$ cat config.mk
export PLATFORM = sky130hd
export DESIGN_NAME = modbus_rtu_request_framer_top
export DESIGN_NICKNAME = d
export VERILOG_FILES = /design/src/design/mbrtu_pkg.sv /design/src/design/modbus_rtu_request_framer_top.sv
export VERILOG_INCLUDE_DIRS = /design/src /design/src/design
export SDC_FILE = /design/constraint.sdc
export NUM_CORES = 1
export LEC_CHECK = 0
export BUFFER_PORTS_ARGS = -buffer_cell sky130_fd_sc_hd__buf_2
export CAP_MARGIN = 30
export CORE_MARGIN = 10
export CORE_UTILIZATION = 54
export DETAILED_ROUTE_END_ITERATION = 16
export PLACE_DENSITY = 0.74
export SKIP_LAST_GASP = 1
export SYNTH_ARGS = -nofsm -noshare
export SYNTH_HDL_FRONTEND = slang
export SYNTH_SLANG_ARGS = --single-unit
export TNS_END_PERCENT = 30
$ cat constraint.sdc
create_clock -name clk -period 3.02 [get_ports clk]
set_input_delay 0.604 -clock clk [delete_from_list [all_inputs] [get_ports clk]]
set_output_delay 0.604 -clock clk [all_outputs]
set_load 0.01 [all_outputs]
$ cat src/design/assert_macros.svh
// ----------------------------------------------------------------------------
// assert_macros.svh
// Concurrent assertion macros used by the request framer design file.
// ----------------------------------------------------------------------------
`ifndef ASSERT_MACROS_SVH
`define ASSERT_MACROS_SVH

// Check a property on the rising edge of the given clock, off while in reset.
`define AST_PROP_CLK(lbl, clk_s, rst_s, prop, msg) \
  lbl: assert property (@(posedge clk_s) disable iff (!rst_s) prop) else $error(msg);

// Check a property on clk, off while rst_n is low.
`define AST_PROP(lbl, prop, msg) \
  `AST_PROP_CLK(lbl, clk, rst_n, prop, msg)

`endif

$ cat src/design/mbrtu_pkg.sv
// ----------------------------------------------------------------------------
// mbrtu_pkg
// Types, constants and the CRC-16/Modbus byte update for the request framer.
// ----------------------------------------------------------------------------
package mbrtu_pkg;

  localparam int unsigned FRAME_LEN   = 8;
  localparam int unsigned PAYLOAD_LEN = 6;
  localparam int unsigned BYTE_W      = 8;
  localparam int unsigned PAYLOAD_W   = PAYLOAD_LEN * BYTE_W;
  localparam int unsigned FRAME_W     = FRAME_LEN * BYTE_W;
  localparam int unsigned POS_W       = $clog2(FRAME_LEN);

  localparam logic [15:0] CRC_INIT = 16'hFFFF;
  localparam logic [15:0] CRC_POLY = 16'hA001;

  typedef struct packed {
    logic [7:0]  slave_addr;
    logic [7:0]  func_code;
    logic [15:0] reg_addr;
    logic [15:0] reg_value;
  } in_item_t;

  typedef struct packed {
    logic [7:0] tx_byte;
    logic       last_byte;
  } out_item_t;

  function automatic logic [15:0] crc_feed(input logic [15:0] crc_in,
                                           input logic [7:0]  data);
    logic [15:0] crc;
    crc = crc_in ^ {8'h00, data};
    for (int k = 0; k < 8; k++) begin
      if (crc[0]) begin
        crc = (crc >> 1) ^ CRC_POLY;
      end else begin
        crc = crc >> 1;
      end
    end
    return crc;
  endfunction

endpackage

$ cat src/design/modbus_rtu_request_framer_top.sv
// ----------------------------------------------------------------------------
// modbus_rtu_request_framer_top
// Builds the 8-byte Modbus RTU request frame with CRC-16/Modbus.
// ----------------------------------------------------------------------------
// Usage:
//   Request channel: drive in_item and raise start; the item is taken at a
//   rising edge where start is high and busy is low.
//   Result channel: out_strobe marks one frame byte on out_item for exactly
//   one cycle: slave address, function code, register high, register low,
//   value high, value low, CRC low, CRC high. last_byte is set on CRC high.
//   The receiver takes every byte; it cannot hold the block off.
// Timing:
//   Six register stages fold one payload byte each into the CRC, then a
//   shift register sends the frame one byte a cycle. An item waits in its
//   stage while the one after it is full; the first byte of an item is on
//   the ports once the serialiser loads it. Each byte is taken at the edge
//   that ends its cycle. The byte serialiser sets the pace; frames leave
//   back to back with no gap while items wait. Items queue in the CRC stages,
//   and busy rises once they are all full and the serialiser cannot take one.
// Reset:
//   rst_n low on a rising edge empties every stage and the serialiser; no
//   strobe follows until a new item is taken.
// ----------------------------------------------------------------------------
`include "assert_macros.svh"

module modbus_rtu_request_framer_top (
  input  logic                 clk,
  input  logic                 rst_n,
  input  logic                 start,
  output logic                 busy,
  input  mbrtu_pkg::in_item_t  in_item,
  output logic                 out_strobe,
  output mbrtu_pkg::out_item_t out_item
);

  localparam int unsigned NSTG = mbrtu_pkg::PAYLOAD_LEN;
  localparam int unsigned PW   = mbrtu_pkg::PAYLOAD_W;
  localparam int unsigned BW   = mbrtu_pkg::BYTE_W;
  localparam int unsigned FW   = mbrtu_pkg::FRAME_W;
  localparam int unsigned CW   = mbrtu_pkg::POS_W;
  localparam logic [CW-1:0] LAST_POS = CW'(mbrtu_pkg::FRAME_LEN - 1);

  logic [NSTG-1:0] stg_v_r, stg_v_nxt;
  logic [PW-1:0]   stg_pay_r [NSTG];
  logic [PW-1:0]   stg_pay_nxt [NSTG];
  logic [15:0]     stg_crc_r [NSTG];
  logic [15:0]     stg_crc_nxt [NSTG];
  logic [NSTG-1:0] stg_free;

  logic            ser_act_r, ser_act_nxt;
  logic [CW-1:0]   ser_cnt_r, ser_cnt_nxt;
  logic [FW-1:0]   ser_frame_r, ser_frame_nxt;
  logic            ser_free;
  logic            accept;

  assign ser_free = !ser_act_r || (ser_cnt_r == LAST_POS);

  always_comb begin
    stg_free[NSTG-1] = !stg_v_r[NSTG-1] || ser_free;
    for (int i = NSTG - 2; i >= 0; i--) begin
      stg_free[i] = !stg_v_r[i] || stg_free[i+1];
    end
  end

  assign busy   = !stg_free[0];
  assign accept = start && stg_free[0];

  // advance each stage when the one after it can take its item, else hold
  always_comb begin
    for (int i = 0; i < NSTG; i++) begin
      stg_v_nxt[i]   = stg_v_r[i];
      stg_pay_nxt[i] = stg_pay_r[i];
      stg_crc_nxt[i] = stg_crc_r[i];
    end
    if (stg_free[0]) begin
      stg_v_nxt[0]   = start;
      stg_pay_nxt[0] = in_item;
      stg_crc_nxt[0] = mbrtu_pkg::crc_feed(mbrtu_pkg::CRC_INIT, in_item[PW-1 -: BW]);
    end
    for (int i = 1; i < NSTG; i++) begin
      if (stg_free[i]) begin
        stg_v_nxt[i]   = stg_v_r[i-1];
        stg_pay_nxt[i] = stg_pay_r[i-1];
        stg_crc_nxt[i] = mbrtu_pkg::crc_feed(stg_crc_r[i-1],
                                             stg_pay_r[i-1][PW-1-BW*i -: BW]);
      end
    end
  end

  always_comb begin
    ser_act_nxt   = ser_act_r;
    ser_cnt_nxt   = ser_cnt_r;
    ser_frame_nxt = ser_frame_r;
    if (ser_free) begin
      ser_act_nxt   = stg_v_r[NSTG-1];
      ser_cnt_nxt   = '0;
      ser_frame_nxt = {stg_pay_r[NSTG-1], stg_crc_r[NSTG-1][7:0],
                       stg_crc_r[NSTG-1][15:8]};
    end else begin
      ser_cnt_nxt   = ser_cnt_r + 1'b1;
      ser_frame_nxt = {ser_frame_r[FW-BW-1:0], {BW{1'b0}}};
    end
  end

  always_ff @(posedge clk) begin
    if (!rst_n) begin
      stg_v_r   <= '0;
      ser_act_r <= 1'b0;
      ser_cnt_r <= '0;
    end else begin
      stg_v_r   <= stg_v_nxt;
      ser_act_r <= ser_act_nxt;
      ser_cnt_r <= ser_cnt_nxt;
    end
  end

  always_ff @(posedge clk) begin
    for (int i = 0; i < NSTG; i++) begin
      stg_pay_r[i] <= stg_pay_nxt[i];
      stg_crc_r[i] <= stg_crc_nxt[i];
    end
    ser_frame_r <= ser_frame_nxt;
  end

  assign out_strobe         = ser_act_r;
  assign out_item.tx_byte   = ser_frame_r[FW-1 -: BW];
  assign out_item.last_byte = ser_act_r && (ser_cnt_r == LAST_POS);

  `AST_PROP(a_accept_lands, accept |=> stg_v_r[0], "accepted item not held in first stage")
  `AST_PROP(a_busy_full, busy |-> (stg_v_r == '1), "busy raised with a free stage")
  `AST_PROP(a_frame_unbroken, (out_strobe && !out_item.last_byte) |=> out_strobe,
            "frame interrupted before its last byte")
  `AST_PROP(a_next_frame_start, (out_strobe && out_item.last_byte) |=>
            (!out_strobe || ser_cnt_r == '0), "frame after last byte does not start at byte zero")

endmodule

==> Word level (Yosys, flattened, before mapping) <==
Memory sizes are Yosys's and may differ from the RTL's.
Index checks and enable logic that the tools add are counted.
{ "word_totals": {"regBits": 74, "elab_cells": 189, "n_memories": 2, "output_inout_bits": 11, "ramBits": 384, "in_bits": 51} }
{ "classes": {"mux": 103, "n_eq_ne": 1, "reduce_logical": 17, "add_sub_neg": 1, "n_bitwise": 55} }
{ "memory_table": {"columns": ["memory", "words", "width", "rd", "rd_ports_with_merged_regs", "wr", "line", "text"], "rows": [
  ["stg_pay_r", 6, 48, 6, 0, 6, "modbus_rtu_request_framer_top.sv:44", "logic [PW-1:0] stg_pay_r [NSTG];"],
  ["stg_crc_r", 6, 16, 6, 0, 6, "modbus_rtu_request_framer_top.sv:46", "logic [15:0] stg_crc_r [NSTG];"]
]} }
{ "op_table": {"columns": ["operator", "count"], "rows": [
  ["$mux W16", 96],
  ["$mux W48", 6],
  ["$not A2 Y3", 48],
  ["$xor A16 B8 Y16", 5],
  ["$mux W64", 1],
  ["$not A8 Y16", 1],
  ["$logic_not A1 Y1", 8],
  ["$logic_or A1 B1 Y1", 7],
  ["$add A3 B1 Y3 const B", 1],
  ["$eq A3 B3 Y1 const B", 1],
  ["$reduce_or A2 Y1", 1],
  ["$logic_and A1 B1 Y1", 1],
  ["$not A1 Y1", 1]
]} }

==> Depth between registers and ports, before layout <==
{ "logic_depth": {"ltp_word": 30, "depth_mapped": 7, "mapped_depth_nobuf": 6} }

==> Worst setup path before layout <==
No wires, ideal clock.
{ "synth_path": {"path_kind": "register -> register", "start": "register, netlist name ser_cnt_r[0]", "end": "memory stg_crc_r[5][0], enable pin", "required_time_ns": 2.330, "path_slack_ns": -0.064, "synth_period_minus_slack_ns": 3.084, "t_arrival_ns": 2.394, "path_buffers": 2, "stages_incl_launch_ff": 7, "setup_ns": 0.690, "path_cell_list": "dfxtp_1 > ha_1 > ha_1 > nor2b_1 > clkbuf_1 > clkbuf_1 > nand2_1"} }
{ "synth_rtl": {"columns": ["element", "line"], "rows": [
  ["end, declared", "modbus_rtu_request_framer_top.sv:46"]
]} }

==> Worst setup path in the final report <==
{ "layout_path": {"start": "register ser_cnt_r[0]", "end": "output port busy"} }
{ "layout_via": {"elab_chain_cells": 9} }
{ "layout_lines": {"columns": ["element", "line", "text"], "rows": [
  ["start, declared", "modbus_rtu_request_framer_top.sv:51", "logic [CW-1:0] ser_cnt_r, ser_cnt_nxt;"],
  ["start signal, assigned", "modbus_rtu_request_framer_top.sv:113", "ser_cnt_r <= ser_cnt_nxt;"],
  ["$eq A3 B3 Y1", "modbus_rtu_request_framer_top.sv:56", "assign ser_free = !ser_act_r || (ser_cnt_r == LAST_POS);"],
  ["$logic_or A1 B1 Y1", "modbus_rtu_request_framer_top.sv:56", null],
  ["$logic_or A1 B1 Y1", "modbus_rtu_request_framer_top.sv:59", "stg_free[NSTG-1] = !stg_v_r[NSTG-1] || ser_free;"],
  ["$logic_or A1 B1 Y1 (5 in a row)", "modbus_rtu_request_framer_top.sv:61", "stg_free[i] = !stg_v_r[i] || stg_free[i+1];"],
  ["$logic_not A1 Y1", "modbus_rtu_request_framer_top.sv:65", "assign busy = !stg_free[0];"],
  ["end, declared", "modbus_rtu_request_framer_top.sv:30", "output logic busy,"]
]} }
No other way between the ends.

==> results.md <==
* Ant. Diodes at 0
* Core Region at around 27,000 um^2
* All-layer global routing usage at 0.125
* Pin count of the biggest net entering global routing at 65
* Worst setup path category: register to primary output
* Setup TNS at 0 ps
* Library cells used by synthesis at 22
* Final Skew at about 19 ps
* Worst-Margin Slew at about 670 ps
* DR iter-0 viols at about 470
* Detailed-placement wirelength estimate at 12,900 um
* Data arrival, critical path at ~2300 ps
* Reg2reg path depth at 7
* Post-Syn Area at 15,000 um^2
* Remaining DRCs at 0
* Area growth syn-to-layout at 14.3%
* Setup repair bufs after CTS at 0
* Number of global-route vias before repair at around 6,400
* Routed WL at 21,900 um
* First-pass GRT wire length at approximately 34,000 um
* Post-synth top area cell: edfxtp_1
* Syn_nets at around 850
* Worst VDD drop at between 500 and 600 uV
* Pleak at around 6.6 nW
* Endpoints failing hold at 0
* Clk_lat worst skew at 530 ps
* YS warnings at 0
* Slew margin rel. at 0.555
* Final ANT Viol Nets at 0
* Gp weighted congestion at 0.768
* Fin nets at 939
* R2r setup slk at roughly 810 ps
* DP Area at around 16,000 um^2
* DR vias at a little over 6,000
* Initial antenna violation count at 0
* Syn avg cell area at 18.8 um^2
* Detailed Routing Iterations Pass 1 at 5
* Post-layout min period at about 2900 ps
* Unrepaired setup endpoints after global routing: false
* Initial Util at 0.553
* Share of layout cells above drive strength 1 at 0.150
* Post-synthesis sequential area ratio at 0.857
* Hold-critical path depth at 1
* Grt total ovfl at 0
* Cell area power density at roughly 900 nW/um^2
* CTS tree: yes
* End of the worst hold path: stg_pay_r[0][24]
* Die width at around 190 um
* CP Max Fanout at 5
* H-tree Lvls at 2
* # setup viols final at 0
* CP endpoint kind: primary output
* Run status: complete, no violations
* Dpl cells at between 1,000 and 1,500
* # IOs at 62
* Min-delay src: in_item[24]
* Crit Reg-Reg Startpoint: ser_cnt_r[0]
* Die height at 187 um
* Tcrit/Tclk final at 0.949
* Clock transition at the registers of the reported paths at roughly 60 ps
* Routed length per instance at approximately 17 um
* Root Buffer: clkbuf_16
* Required time of the critical path at around 2400 ps
* Max Buffers Root-to-Sink at 3
* Port Buffers at 61
* Max cap viols at 0
* Cell Count, Final, Fillers Out at around 1,300
* Vias per cell at between 4 and 5
* Final Cell Area at 17,100 um^2
* Cell count after synthesis at 796
* Row Count at 60
* FF+latch count, synth at roughly 450
* TritonCTS buffer count at between 40 and 50
* Reg2reg end: stg_pay_r[0][30]
* Post-synth top area share at 0.758
* CTS sink count at approximately 450
* Slew Limit Fails at 0
* Area contributors post-synth: edfxtp_1 76%, dfxtp_1 9.9%, nand2_1 4.3%
* F_max at 0.349 GHz
* Die area at about 35,000 um^2
* Hold crit path type: primary input to register
* CP startpoint kind: register
worst max-delay path, cell delays in order (launching register included):
cell and delay [ps]:
dfxtp_1 320, ha_1 190, ha_1 230, and4b_2 370, and3_2 260, and3_1 220, buf_2 150
cell families after synthesis:
family	synth area share
xor gates and xnor gates	0.0780
buffers and inverters	0.00927
AOI/OAI and AO/OA	0.00301
DFF	0.857
and+or+nand+nor	0.0515
adders and majority gates	0.00167
worst max path at each step:
stage | start | to | slack (ps) | cells past startpoint
3_5_place_dp | ser_cnt_r[0] | busy | 610 | 6
4_1_cts | ser_cnt_r[0] | busy | 30 | 6
6_report | ser_cnt_r[0] | busy | 150 | 6
2_1_floorplan | ser_cnt_r[0] | stg_crc_r[1][0] | 30 | 5
5_1_grt | ser_cnt_r[0] | busy | 10 | 6
3_3_place_gp | ser_cnt_r[0] | busy | 630 | 6
sequential cells by signal (all words and copies together), names as in the netlist:
| signal | flops |
|---|---|
| out_strobe | 1 |
| ser_cnt_r | 3 |
| ser_frame_r | 64 |
| stg_crc_r | 90 |
| stg_pay_r | 288 |
| stg_v_r | 6 |
metal layers:
layer | wire, um | vias up | GRT usage
met1 | 9540 | 2957 | 0.159
li1 | - | 2992 | -
met2 | 10800 | 169 | 0.208
met5 | 0 | - | 0
met3 | 1110 | 39 | 0.0257
met4 | 478 | 0 | 0.0440
final cells by class:
cell class | instances | area, um^2
Sequential cell | 452 | 12800
Fill cell | 1810 | 9980
Multi-Input combinational cell | 315 | 2030
Clock buffer | 57 | 1130
Tap cell | 372 | 465
Timing Repair Buffer | 69 | 440
Clock inverter | 19 | 205
Inverter | 6 | 22.5
repair_timing:
item                                    in CTS  in global routing
endpoints found under the setup margin       0                  1
endpoints found under the hold margin        0                  0
resized for setup                            0                  2
hold buffers                                 0                  0
per-stage QoR:
stage | hold slack [ps] | util | setup WS, ps | total power, mW
2_1_floorplan | 392 | - | 34.9 | 9.92
4_1_cts | 231 | 0.632 | 33.6 | 15.5
5_1_grt | 232 | 0.632 | 13.1 | 16.0
3_3_place_gp | 395 | 0.583 | 632 | 10.3
6_report | 253 | 0.632 | 155 | 15.4
3_5_place_dp | 402 | 0.583 | 612 | 10.4
synth_stat cells:
cell type and count:
a21oi_1 3, xor2_1 34, xor3_1 1, xnor2_2 1, xnor3_1 8, and2_1 9
dfxtp_1 74, ha_1 2, o21a_1 4, xnor2_1 67, nand2b_1 1, xor2_2 1
nor2b_1 4, and3_1 4, inv_1 6, nor2_1 1, and4b_1 1, buf_4 8
xnor3_2 2, edfxtp_1 378, nand2_1 172, clkbuf_1 15
report_power, final:
part           internal, mW  switching, mW  total [mW]
registers              7.93          0.315        8.25
clock network          2.98           2.11        5.08
logic                  1.13          0.924        2.05
total                  12.0           3.35        15.4
layout by cell type, fill, tap and decap left out, types with 2 or more instances in the layout:
master,netlist,routed
clkinv_2,0,5
edfxtp_1,378,378
nand2_2,0,3
buf_12,0,6
nor2b_1,4,3
ha_1,2,2
o21a_1,4,4
clkbuf_1,15,14
inv_2,0,3
inv_6,0,2
xor2_1,34,34
and3_1,4,3
xnor3_1,8,8
clkinv_1,0,7
a21oi_1,3,3
xnor3_2,2,2
buf_2,0,61
dfxtp_1,74,74
clkbuf_16,0,43
xnor2_1,67,67
nand2_1,172,169
bufinv_16,0,4
inv_1,6,3
and2_1,9,9
buf_4,8,2
No activity file was read; power rests on OpenSTA's default activity.
